File: src/rtl/csvs_pkg.sv
package csvs_pkg;

  localparam int unsigned COLUMN_BUFFER_BYTES = 16384;
  localparam int unsigned LINE_CAP = 16380;
  localparam int unsigned COLUMN_LIMIT =
    ((COLUMN_BUFFER_BYTES < LINE_CAP) ? COLUMN_BUFFER_BYTES : LINE_CAP) - 1;

  localparam int unsigned BYTE_W  = 8;
  localparam int unsigned CNT_W   = 14;
  localparam int unsigned TALLY_W = 16;
  localparam int unsigned PADDR_W = 4;
  localparam int unsigned PDATA_W = 32;

  // A byte arriving with this many bytes already in the column overflows it.
  localparam logic [CNT_W-1:0] OVF_RAW = CNT_W'(COLUMN_LIMIT - 1);

  localparam logic [BYTE_W-1:0] CH_NL  = 8'd10;
  localparam logic [BYTE_W-1:0] CH_CR  = 8'd13;
  localparam logic [BYTE_W-1:0] CH_SP  = 8'd32;
  localparam logic [BYTE_W-1:0] CH_TAB = 8'd9;

  localparam logic [BYTE_W-1:0] SEP_RST = 8'd44;
  localparam logic [BYTE_W-1:0] CMT_RST = 8'd35;

  typedef enum logic [1:0] {
    REG_TRIM_ENABLE    = 2'd0,
    REG_SEPARATOR_CHAR = 2'd1,
    REG_COMMENT_ENABLE = 2'd2,
    REG_COMMENT_CHAR   = 2'd3
  } reg_idx_e;

  typedef struct packed {
    logic              trim_enable;
    logic [BYTE_W-1:0] separator_char;
    logic              comment_enable;
    logic [BYTE_W-1:0] comment_char;
  } cfg_t;

  typedef struct packed {
    logic [BYTE_W-1:0] in_byte;
    logic              end_of_input;
  } in_t;

  typedef struct packed {
    logic [BYTE_W-1:0]  out_byte;
    logic               byte_valid;
    logic [CNT_W-1:0]   byte_offset;
    logic               column_done;
    logic [CNT_W-1:0]   column_length;
    logic               line_done;
    logic [TALLY_W-1:0] line_columns;
    logic               overflow;
    logic               stream_end;
  } res_t;

  typedef struct packed {
    logic               line_active;
    logic               before_first_text;
    logic               skipping_comment;
    logic               collapsing_blanks;
    logic               discarding_line;
    logic [CNT_W-1:0]   raw_count;
    logic [CNT_W-1:0]   kept_count;
    logic [CNT_W-1:0]   text_end_mark;
    logic [TALLY_W-1:0] column_tally;
  } line_st_t;

  localparam line_st_t LINE_RST = '{
    line_active:       1'b0,
    before_first_text: 1'b1,
    skipping_comment:  1'b0,
    collapsing_blanks: 1'b0,
    discarding_line:   1'b0,
    raw_count:         '0,
    kept_count:        '0,
    text_end_mark:     '0,
    column_tally:      '0
  };

  localparam res_t RES_ZERO = '0;

endpackage

File: src/rtl/csvs_ifs.sv
interface csvs_in_if;
  logic                            valid;
  logic                            ready;
  logic [csvs_pkg::BYTE_W-1:0]     in_byte;
  logic                            end_of_input;

  modport source (output valid, in_byte, end_of_input, input ready);
  modport sink (input valid, in_byte, end_of_input, output ready);
endinterface

interface csvs_out_if;
  logic                            valid;
  logic                            ready;
  logic [csvs_pkg::BYTE_W-1:0]     out_byte;
  logic                            byte_valid;
  logic [csvs_pkg::CNT_W-1:0]      byte_offset;
  logic                            column_done;
  logic [csvs_pkg::CNT_W-1:0]      column_length;
  logic                            line_done;
  logic [csvs_pkg::TALLY_W-1:0]    line_columns;
  logic                            overflow;
  logic                            stream_end;

  modport source (
    output valid, out_byte, byte_valid, byte_offset, column_done, column_length,
           line_done, line_columns, overflow, stream_end,
    input  ready
  );
  modport sink (
    input  valid, out_byte, byte_valid, byte_offset, column_done, column_length,
           line_done, line_columns, overflow, stream_end,
    output ready
  );
endinterface

File: src/rtl/csv_column_splitter.sv
// Splits a byte stream into columns and lines, one result word per input word. A new
// input word is taken every cycle while the two-entry result buffer has room, so the
// sustained rate is one byte per clock; each result passes through the input
// register and then the result buffer. All per-byte work is a single pass of
// compare-and-increment logic on the line state between these two registers.
// Registers sit at byte addresses 0x0 (trim enable), 0x4 (separator), 0x8 (comment
// enable) and 0xC (comment byte); write them only while the splitter is idle.
module csv_column_splitter (
  input  logic                         clk_i,
  input  logic                         rst_ni,
  input  logic                         psel,
  input  logic                         penable,
  input  logic                         pwrite,
  input  logic [csvs_pkg::PADDR_W-1:0] paddr,
  input  logic [csvs_pkg::PDATA_W-1:0] pwdata,
  output logic [csvs_pkg::PDATA_W-1:0] prdata,
  output logic                         pready,
  csvs_in_if.sink                      in_i,
  csvs_out_if.source                   out_o
);

  csvs_pkg::cfg_t cfg;
  csvs_pkg::in_t  in_data;
  csvs_pkg::res_t core_res;
  csvs_pkg::res_t out_res;
  logic           res_push;
  logic           buf_ready;

  assign in_data.in_byte      = in_i.in_byte;
  assign in_data.end_of_input = in_i.end_of_input;

  csvs_regs u_regs (
    .clk_i   (clk_i),
    .rst_ni  (rst_ni),
    .psel    (psel),
    .penable (penable),
    .pwrite  (pwrite),
    .paddr   (paddr),
    .pwdata  (pwdata),
    .prdata  (prdata),
    .pready  (pready),
    .cfg_o   (cfg)
  );

  csvs_core u_core (
    .clk_i       (clk_i),
    .rst_ni      (rst_ni),
    .cfg_i       (cfg),
    .in_valid_i  (in_i.valid),
    .in_ready_o  (in_i.ready),
    .in_data_i   (in_data),
    .res_push_o  (res_push),
    .res_ready_i (buf_ready),
    .res_o       (core_res)
  );

  csvs_obuf u_obuf (
    .clk_i       (clk_i),
    .rst_ni      (rst_ni),
    .push_i      (res_push),
    .data_i      (core_res),
    .ready_o     (buf_ready),
    .valid_o     (out_o.valid),
    .pop_ready_i (out_o.ready),
    .data_o      (out_res)
  );

  assign out_o.out_byte      = out_res.out_byte;
  assign out_o.byte_valid    = out_res.byte_valid;
  assign out_o.byte_offset   = out_res.byte_offset;
  assign out_o.column_done   = out_res.column_done;
  assign out_o.column_length = out_res.column_length;
  assign out_o.line_done     = out_res.line_done;
  assign out_o.line_columns  = out_res.line_columns;
  assign out_o.overflow      = out_res.overflow;
  assign out_o.stream_end    = out_res.stream_end;

endmodule

File: src/rtl/csvs_regs.sv
module csvs_regs (
  input  logic                             clk_i,
  input  logic                             rst_ni,
  input  logic                             psel,
  input  logic                             penable,
  input  logic                             pwrite,
  input  logic [csvs_pkg::PADDR_W-1:0]     paddr,
  input  logic [csvs_pkg::PDATA_W-1:0]     pwdata,
  output logic [csvs_pkg::PDATA_W-1:0]     prdata,
  output logic                             pready,
  output csvs_pkg::cfg_t                   cfg_o
);

  csvs_pkg::cfg_t     cfg_q;
  csvs_pkg::reg_idx_e idx;
  logic               wr_en;

  assign idx    = csvs_pkg::reg_idx_e'(paddr[3:2]);
  assign wr_en  = psel && penable && pwrite;
  assign pready = 1'b1;
  assign cfg_o  = cfg_q;

  always_ff @(posedge clk_i or negedge rst_ni) begin
    if (!rst_ni) begin
      cfg_q.trim_enable    <= 1'b0;
      cfg_q.separator_char <= csvs_pkg::SEP_RST;
      cfg_q.comment_enable <= 1'b0;
      cfg_q.comment_char   <= csvs_pkg::CMT_RST;
    end else if (wr_en) begin
      unique case (idx)
        csvs_pkg::REG_TRIM_ENABLE:    cfg_q.trim_enable    <= pwdata[0];
        csvs_pkg::REG_SEPARATOR_CHAR: cfg_q.separator_char <= pwdata[7:0];
        csvs_pkg::REG_COMMENT_ENABLE: cfg_q.comment_enable <= pwdata[0];
        csvs_pkg::REG_COMMENT_CHAR:   cfg_q.comment_char   <= pwdata[7:0];
        default: ;
      endcase
    end
  end

  always_comb begin
    prdata = '0;
    unique case (idx)
      csvs_pkg::REG_TRIM_ENABLE:    prdata = {31'd0, cfg_q.trim_enable};
      csvs_pkg::REG_SEPARATOR_CHAR: prdata = {24'd0, cfg_q.separator_char};
      csvs_pkg::REG_COMMENT_ENABLE: prdata = {31'd0, cfg_q.comment_enable};
      csvs_pkg::REG_COMMENT_CHAR:   prdata = {24'd0, cfg_q.comment_char};
      default: prdata = '0;
    endcase
  end

endmodule

File: src/rtl/csvs_core.sv
module csvs_core (
  input  logic             clk_i,
  input  logic             rst_ni,
  input  csvs_pkg::cfg_t   cfg_i,
  input  logic             in_valid_i,
  output logic             in_ready_o,
  input  csvs_pkg::in_t    in_data_i,
  output logic             res_push_o,
  input  logic             res_ready_i,
  output csvs_pkg::res_t   res_o
);

  csvs_pkg::in_t       in_q;
  logic                in_valid_q;
  csvs_pkg::line_st_t  st_q;
  csvs_pkg::line_st_t  st_d;
  csvs_pkg::res_t      res_d;

  logic                        push;
  logic                        go;
  logic                        lead_sp;
  logic [csvs_pkg::BYTE_W-1:0] c;
  logic                        is_sp;
  logic                        is_nl;
  logic [csvs_pkg::CNT_W-1:0]  len;
  logic [csvs_pkg::TALLY_W-1:0] tally_inc;

  assign push       = in_valid_q && res_ready_i;
  assign in_ready_o = !in_valid_q || res_ready_i;
  assign res_push_o = push;
  assign res_o      = res_d;

  always_ff @(posedge clk_i or negedge rst_ni) begin
    if (!rst_ni) begin
      in_valid_q <= 1'b0;
      st_q       <= csvs_pkg::LINE_RST;
    end else begin
      if (in_valid_i && in_ready_o) begin
        in_valid_q <= 1'b1;
      end else if (push) begin
        in_valid_q <= 1'b0;
      end
      if (push) begin
        st_q <= st_d;
      end
    end
  end

  always_ff @(posedge clk_i) begin
    if (in_valid_i && in_ready_o) begin
      in_q <= in_data_i;
    end
  end

  assign c         = in_q.in_byte;
  assign is_sp     = (c == csvs_pkg::CH_SP);
  assign is_nl     = (c == csvs_pkg::CH_NL);
  assign tally_inc = (st_q.column_tally == '1) ? st_q.column_tally
                                               : st_q.column_tally + 1'b1;
  assign lead_sp   = (st_q.kept_count == '0) && is_sp;

  always_comb begin
    res_d = csvs_pkg::RES_ZERO;
    st_d  = st_q;
    go    = 1'b0;
    len   = cfg_i.trim_enable ? st_q.text_end_mark : st_q.raw_count;
    if (in_q.end_of_input) begin
      res_d.stream_end = 1'b1;
      if (st_q.line_active) begin
        res_d.line_done    = 1'b1;
        res_d.line_columns = st_q.column_tally;
      end
      st_d = csvs_pkg::LINE_RST;
    end else begin
      st_d.line_active = 1'b1;
      if (st_q.discarding_line) begin
        if (is_nl) begin
          res_d.line_done    = 1'b1;
          res_d.line_columns = st_q.column_tally;
          st_d               = csvs_pkg::LINE_RST;
        end
      end else if (st_q.skipping_comment) begin
        if (is_nl) begin
          st_d.skipping_comment = 1'b0;
          st_d.raw_count        = '0;
          st_d.kept_count       = '0;
          st_d.text_end_mark    = '0;
        end
      end else begin
        go = 1'b1;
        if (st_q.collapsing_blanks) begin
          if (is_sp) begin
            go = 1'b0;
          end else begin
            st_d.collapsing_blanks = 1'b0;
          end
        end
        if (go && c == csvs_pkg::CH_CR) begin
          go = 1'b0;
        end
        if (go && st_q.before_first_text && !is_sp && c != csvs_pkg::CH_TAB) begin
          if (cfg_i.comment_enable && c == cfg_i.comment_char) begin
            st_d.skipping_comment = 1'b1;
            st_d.raw_count        = '0;
            st_d.kept_count       = '0;
            st_d.text_end_mark    = '0;
            go                    = 1'b0;
          end else begin
            st_d.before_first_text = 1'b0;
          end
        end
        if (go) begin
          if (c == cfg_i.separator_char || is_nl) begin
            if (is_nl && len == '0) begin
              res_d.line_done    = 1'b1;
              res_d.line_columns = st_q.column_tally;
              st_d               = csvs_pkg::LINE_RST;
            end else begin
              res_d.column_done   = 1'b1;
              res_d.column_length = len;
              st_d.column_tally   = tally_inc;
              if (is_nl) begin
                res_d.line_done    = 1'b1;
                res_d.line_columns = tally_inc;
                st_d               = csvs_pkg::LINE_RST;
              end else begin
                st_d.raw_count     = '0;
                st_d.kept_count    = '0;
                st_d.text_end_mark = '0;
                if (is_sp && cfg_i.trim_enable && cfg_i.separator_char == csvs_pkg::CH_SP) begin
                  st_d.collapsing_blanks = 1'b1;
                end
              end
            end
          end else if (st_q.raw_count >= csvs_pkg::OVF_RAW) begin
            res_d.overflow       = 1'b1;
            st_d.discarding_line = 1'b1;
          end else begin
            if (!cfg_i.trim_enable) begin
              res_d.out_byte    = c;
              res_d.byte_valid  = 1'b1;
              res_d.byte_offset = st_q.raw_count;
            end else if (!lead_sp) begin
              res_d.out_byte    = c;
              res_d.byte_valid  = 1'b1;
              res_d.byte_offset = st_q.kept_count;
            end
            st_d.raw_count = st_q.raw_count + 1'b1;
            if (!lead_sp) begin
              st_d.kept_count = st_q.kept_count + 1'b1;
              if (!is_sp) begin
                st_d.text_end_mark = st_q.kept_count + 1'b1;
              end
            end
          end
        end
      end
    end
  end

`ifndef SYNTH
  a_byte_alone: assert property (@(posedge clk_i) disable iff (!rst_ni)
    push && res_d.byte_valid |-> !res_d.column_done && !res_d.line_done)
    else $error("A stored byte coincides with a column or line end.");

  a_ovf_discard: assert property (@(posedge clk_i) disable iff (!rst_ni)
    push && res_d.overflow |=> st_q.discarding_line)
    else $error("Overflow did not start discarding the line.");

  a_count_order: assert property (@(posedge clk_i) disable iff (!rst_ni)
    st_q.kept_count <= st_q.raw_count && st_q.text_end_mark <= st_q.kept_count)
    else $error("Column counters out of order.");
`endif

endmodule

File: src/rtl/csvs_obuf.sv
module csvs_obuf (
  input  logic             clk_i,
  input  logic             rst_ni,
  input  logic             push_i,
  input  csvs_pkg::res_t   data_i,
  output logic             ready_o,
  output logic             valid_o,
  input  logic             pop_ready_i,
  output csvs_pkg::res_t   data_o
);

  csvs_pkg::res_t mem_q [2];
  logic           wr_ptr_q;
  logic           rd_ptr_q;
  logic [1:0]     cnt_q;
  logic           pop;

  assign ready_o = (cnt_q != 2'd2);
  assign valid_o = (cnt_q != 2'd0);
  assign pop     = valid_o && pop_ready_i;
  assign data_o  = mem_q[rd_ptr_q];

  always_ff @(posedge clk_i or negedge rst_ni) begin
    if (!rst_ni) begin
      wr_ptr_q <= 1'b0;
      rd_ptr_q <= 1'b0;
      cnt_q    <= 2'd0;
    end else begin
      if (push_i) begin
        wr_ptr_q <= !wr_ptr_q;
      end
      if (pop) begin
        rd_ptr_q <= !rd_ptr_q;
      end
      if (push_i && !pop) begin
        cnt_q <= cnt_q + 2'd1;
      end else if (pop && !push_i) begin
        cnt_q <= cnt_q - 2'd1;
      end
    end
  end

  always_ff @(posedge clk_i) begin
    if (push_i) begin
      mem_q[wr_ptr_q] <= data_i;
    end
  end

`ifndef SYNTH
  a_no_push_full: assert property (@(posedge clk_i) disable iff (!rst_ni)
    push_i |-> ready_o)
    else $error("Result word written into a full buffer.");

  a_cnt_range: assert property (@(posedge clk_i) disable iff (!rst_ni)
    cnt_q != 2'd3)
    else $error("Result buffer count out of range.");
`endif

endmodule
File: src/flat_wrapper.sv
// flat-port wrapper written by rule: the top's interface ports become plain ports
module csv_column_splitter_flat 
  (clk_i, rst_ni, psel, penable, pwrite, paddr, pwdata, prdata, pready, in_i_valid, in_i_in_byte, in_i_end_of_input, in_i_ready, out_o_valid, out_o_out_byte, out_o_byte_valid, out_o_byte_offset, out_o_column_done, out_o_column_length, out_o_line_done, out_o_line_columns, out_o_overflow, out_o_stream_end, out_o_ready);
  csvs_in_if in_i_i ();
  csvs_out_if out_o_i ();
  input  logic clk_i;
  input  logic rst_ni;
  input  logic psel;
  input  logic penable;
  input  logic pwrite;
  input  logic [csvs_pkg::PADDR_W-1:0] paddr;
  input  logic [csvs_pkg::PDATA_W-1:0] pwdata;
  output logic [csvs_pkg::PDATA_W-1:0] prdata;
  output logic pready;
  input wire logic [$bits(in_i_i.valid)-1:0] in_i_valid;
  input wire logic [$bits(in_i_i.in_byte)-1:0] in_i_in_byte;
  input wire logic [$bits(in_i_i.end_of_input)-1:0] in_i_end_of_input;
  output wire logic [$bits(in_i_i.ready)-1:0] in_i_ready;
  output wire logic [$bits(out_o_i.valid)-1:0] out_o_valid;
  output wire logic [$bits(out_o_i.out_byte)-1:0] out_o_out_byte;
  output wire logic [$bits(out_o_i.byte_valid)-1:0] out_o_byte_valid;
  output wire logic [$bits(out_o_i.byte_offset)-1:0] out_o_byte_offset;
  output wire logic [$bits(out_o_i.column_done)-1:0] out_o_column_done;
  output wire logic [$bits(out_o_i.column_length)-1:0] out_o_column_length;
  output wire logic [$bits(out_o_i.line_done)-1:0] out_o_line_done;
  output wire logic [$bits(out_o_i.line_columns)-1:0] out_o_line_columns;
  output wire logic [$bits(out_o_i.overflow)-1:0] out_o_overflow;
  output wire logic [$bits(out_o_i.stream_end)-1:0] out_o_stream_end;
  input wire logic [$bits(out_o_i.ready)-1:0] out_o_ready;
  assign in_i_i.valid = in_i_valid;
  assign in_i_i.in_byte = in_i_in_byte;
  assign in_i_i.end_of_input = in_i_end_of_input;
  assign in_i_ready = in_i_i.ready;
  assign out_o_valid = out_o_i.valid;
  assign out_o_out_byte = out_o_i.out_byte;
  assign out_o_byte_valid = out_o_i.byte_valid;
  assign out_o_byte_offset = out_o_i.byte_offset;
  assign out_o_column_done = out_o_i.column_done;
  assign out_o_column_length = out_o_i.column_length;
  assign out_o_line_done = out_o_i.line_done;
  assign out_o_line_columns = out_o_i.line_columns;
  assign out_o_overflow = out_o_i.overflow;
  assign out_o_stream_end = out_o_i.stream_end;
  assign out_o_i.ready = out_o_ready;
  csv_column_splitter u_core (.clk_i(clk_i), .rst_ni(rst_ni), .psel(psel), .penable(penable), .pwrite(pwrite), .paddr(paddr), .pwdata(pwdata), .prdata(prdata), .pready(pready), .in_i(in_i_i), .out_o(out_o_i));
endmodule
File: config.mk
export PLATFORM = sky130hd
export DESIGN_NAME = csv_column_splitter_flat
export DESIGN_NICKNAME = d
export VERILOG_FILES = /design/src/rtl/csvs_pkg.sv /design/src/rtl/csvs_ifs.sv /design/src/rtl/csv_column_splitter.sv /design/src/rtl/csvs_regs.sv /design/src/rtl/csvs_core.sv /design/src/rtl/csvs_obuf.sv /design/src/flat_wrapper.sv
export SDC_FILE = /design/constraint.sdc
export NUM_CORES = 1
export LEC_CHECK = 0
export BUFFER_PORTS_ARGS = -buffer_cell sky130_fd_sc_hd__buf_2
export CAP_MARGIN = 20
export CORE_MARGIN = 1
export CORE_UTILIZATION = 30
export DETAILED_ROUTE_END_ITERATION = 10
export MAX_ROUTING_LAYER = met4
export PLACE_DENSITY_LB_ADDON = 0.08
export SLEW_MARGIN = 20
export SYNTH_ARGS = -nofsm -noshare
export SYNTH_HDL_FRONTEND = slang
export SYNTH_HIERARCHICAL = 1
export SYNTH_SLANG_ARGS = --single-unit
File: constraint.sdc
create_clock -name clk_i -period 5.3 [get_ports clk_i]
set_input_delay 0.53 -clock clk_i [delete_from_list [all_inputs] [get_ports clk_i]]
set_output_delay 0.53 -clock clk_i [all_outputs]
set_load 0.005 [all_outputs]
==> impl_results.md <==
* Ys flop type: edfxtp_1
* Final GP Congestion at just over 0.8
* Gr ovfl total at 0
* Slew headroom at a little under a quarter
* Post-Synthesis Cells at approximately 900
* Unrepaired setup endpoints after global routing: no
* CTS resizes at 0
* Synthesis Warnings at 6
* Worst VDD drop at about 230 µV
* CTS max path bufs at 3
* Largest net degree at the start of global routing at 55
* Async set-reset flop share out of synthesis at between 40 and 50%
* Detailed Routing Iterations Pass 1 at 5
* Post-DP HPWL at between 15 and 20 mm
* Multi-input gate area at ~4500 µm²
* CTS sink cnt at roughly 210
* Hold buffers post-CTS at 0
* Worst-Skew Late Latency at between 0.5 and 0.6 ns
* Synth area leaders: edfxtp_1, dfrtp_1, mux2_2
* Area delta synth->final at 15.0%
* Mapped Avg Cell Area at around 12 µm²
* Port bufs at just over 90
* CP endpoint kind: register
* Number of global-route vias before repair at slightly above 7000
* Worst Setup Start Kind: register
* Upper clock frequency limit at around 0.27 GHz
* Pre-CTS setup slack at around 1.7 ns
* Post-synth top area share at between 30 and 40%
* Setup ws final at 1.63 ns
* Row cnt at 68
* Detailed-route via count at 7340
* Post-route antenna net violation count at 0
* Die Wd at ~190 µm
* Starting DRC count in detailed routing at ~370
* Yosys top cell by area: edfxtp_1
* Outcome: completed
* Setup Skew at between 0.01 and 0.015 ns
* Filler instances at between 3000 and 4000
* TritonCTS clock tree: done
* Final wirelength at about 28 mm
* Post-route DRC violation count at 0
* Initial Util at a little over 30%
* Actual slew at the worst max-slew pin at 1.15 ns
* Fraction of layout cells with a size suffix above 1 at 25.6%
* Root buf cell: clkbuf_16
* Most common cell after layout, fill and taps aside: edfxtp_1
* CP Class: reg -> reg
* Die area at 36500 µm²
* Fin Hold WS at about 0.088 ns
* Post-DR wirelength/cell at 19.2 µm
* Final worst path period share at between 60% and 70%
* Placed standard-cell area at between 10000 and 15000 µm²
* Setup TNS at 0 ns
* Max stage delay cell, worst path: and4_1
* Largest delay contributor family on the critical path: simple AND/OR/NAND/NOR gates
* Vias per cell at between 4 and 5
* Post-CTS setup buffer count at 0
* Yosys reg bits at about 210
* Post-synth cell types at 80
* # diodes at 0
* Sequential-to-total area share from yosys stat at a little over half
* Die Y at between 150 and 200 µm
* Initial antenna violation count at 0
* CP Cell Sequence: and2b_4 -> and4_1 -> nor2_1 -> nor3_1 -> nand2_1 -> a21oi_1
* Slowest stage delay, CP at 0.56 ns
* Synth Cell Area at 10700 µm²
* H-tree levels at 1
* I/O pins at ~140
* Pwr dens at 467 nW/µm²
* Critical Path AT at just under 4 ns
* Clock slew at reported path FFs at 0.06 ns
* Tmin final at approximately 3.7 ns
* Worst min path class: in -> async
* Max cap viols at 0
* Fin nets at roughly 1100
* Slew Limit Fails at 0
* Leak Pwr at roughly 4.8 nW
* Final Hold Fails at 0
* Worst Path Buf+Inv at 0
* Worst Path Required at 5.59 ns
* Post-route design area at between 10000 and 15000 µm²
* Core ar. at around 35000 µm²
* First-pass GRT wire length at between 40 and 50 mm
* Worst Path Max Fanout at 15
* Register Area at approximately 6000 µm²
* Final setup vio count at 0
* CTS Buf Count at 26
* Total track usage at 16.1%
* Most frequent cells in the layout: edfxtp_1, buf_2, nand2_1, dfrtp_1, mux2_2
* EDFF count, synth at 123
## logic make-up after synthesis
family                   after synthesis  share of synthesized area (%)
multiplexers                          86                           9.74
AO/OA/AOI/OAI                        177                           11.4
buffers and inverters                 93                           4.75
flip-flops                           209                           54.6
adder cells (fa/ha/maj)                6                          0.700
other                                  2                         0.0700
XOR/XNOR                              32                           2.61
AND/OR/NAND/NOR                      319                           16.2
## routing by layer
| layer | GRT usage [%] | wire length (µm) |
|---|---|---|
| met1 | 22.8 | 14100 |
| met2 | 24.1 | 12600 |
| met3 | 2.55 | 1160 |
| met4 | 3.39 | 473 |
| met5 | - | 0 |
## area by class of cell
class / count / share of cell area, %
sequential: 209 / 47.5
multi-input combinational: 645 / 36.2
clock buffer: 34 / 5.52
tap: 455 / 4.62
timing repair buffer: 102 / 4.36
clock inverter: 14 / 1.35
inverter: 16 / 0.487
## report_power, final
part / internal [W] / total (W) / switching (W)
registers: 0.00217 / 0.00240 / 0.000230
clock network: 0.00105 / 0.00176 / 0.000702
logic: 0.000709 / 0.00160 / 0.000890
## stage by stage
stage | instances | total power [W] | utilization, %
after floorplan | 947 | 0.00344 | -
after global placement | 1427 | 0.00409 | 32.9
after detailed placement | 1427 | 0.00410 | 32.9
after CTS | 1475 | 0.00589 | 35.4
after global routing | 1475 | 0.00610 | 35.4
final | 1475 | 0.00576 | 35.4
## registers in the layout, summed over array words and instances, names as in the netlist
register	cells
u_core/u_core/in_valid_q	1
u_core/u_core/c	8
u_core/u_core/in_q	1
u_core/u_obuf/cnt_q	2
u_core/u_core/st_q	63
u_core/u_obuf/wr_ptr_q	1
u_core/u_obuf/mem_q	114
u_core/u_regs/cfg_o	18
u_core/u_obuf/rd_ptr_q	1
## path summary, 6_finish.rpt
check                           slack, ns                   start                         end  cells past startpoint
worst min register to register       0.48  u_core/u_obuf/cnt_q[1]      u_core/u_obuf/cnt_q[1]                      1
worst max register to register       1.63      u_core/u_core/c[5]  u_core/u_obuf/mem_q[0][21]                      6
max in group asynchronous            4.23                  rst_ni      u_core/u_core/st_q[36]                      2
worst max-delay path                 1.63      u_core/u_core/c[5]  u_core/u_obuf/mem_q[0][21]                      6
min in group clk_i                   0.17         in_i_in_byte[1]          u_core/u_core/c[1]                      1
worst min-delay path                 0.09                  rst_ni      u_core/u_regs/cfg_o[8]                      1
## synth_stat cells, drive strengths merged, types with 3 or more instances
cell and count:
edfxtp 123, nand2 88, dfrtp 79, mux2 77
a21oi 60, buf 45, o21ai 39, nor2 37
clkbuf 32, nand3 27, nand2b 25, nor3 24
and3 20, xnor2 20, nor4 19, inv 16
and2 15, nand4 15, o2bb2ai 15, or3 15
xor2 12, nor2b 10, a21o 9, a211o 8
mux2i 8, dfstp 7, ha 6, or2 6
a22o 5, a31oi 5, and4 5, a211oi 3
nand3b 3, o22a 3, o22ai 3, o41ai 3
or4 3
Note: power is estimated with default switching activity, not from simulation.
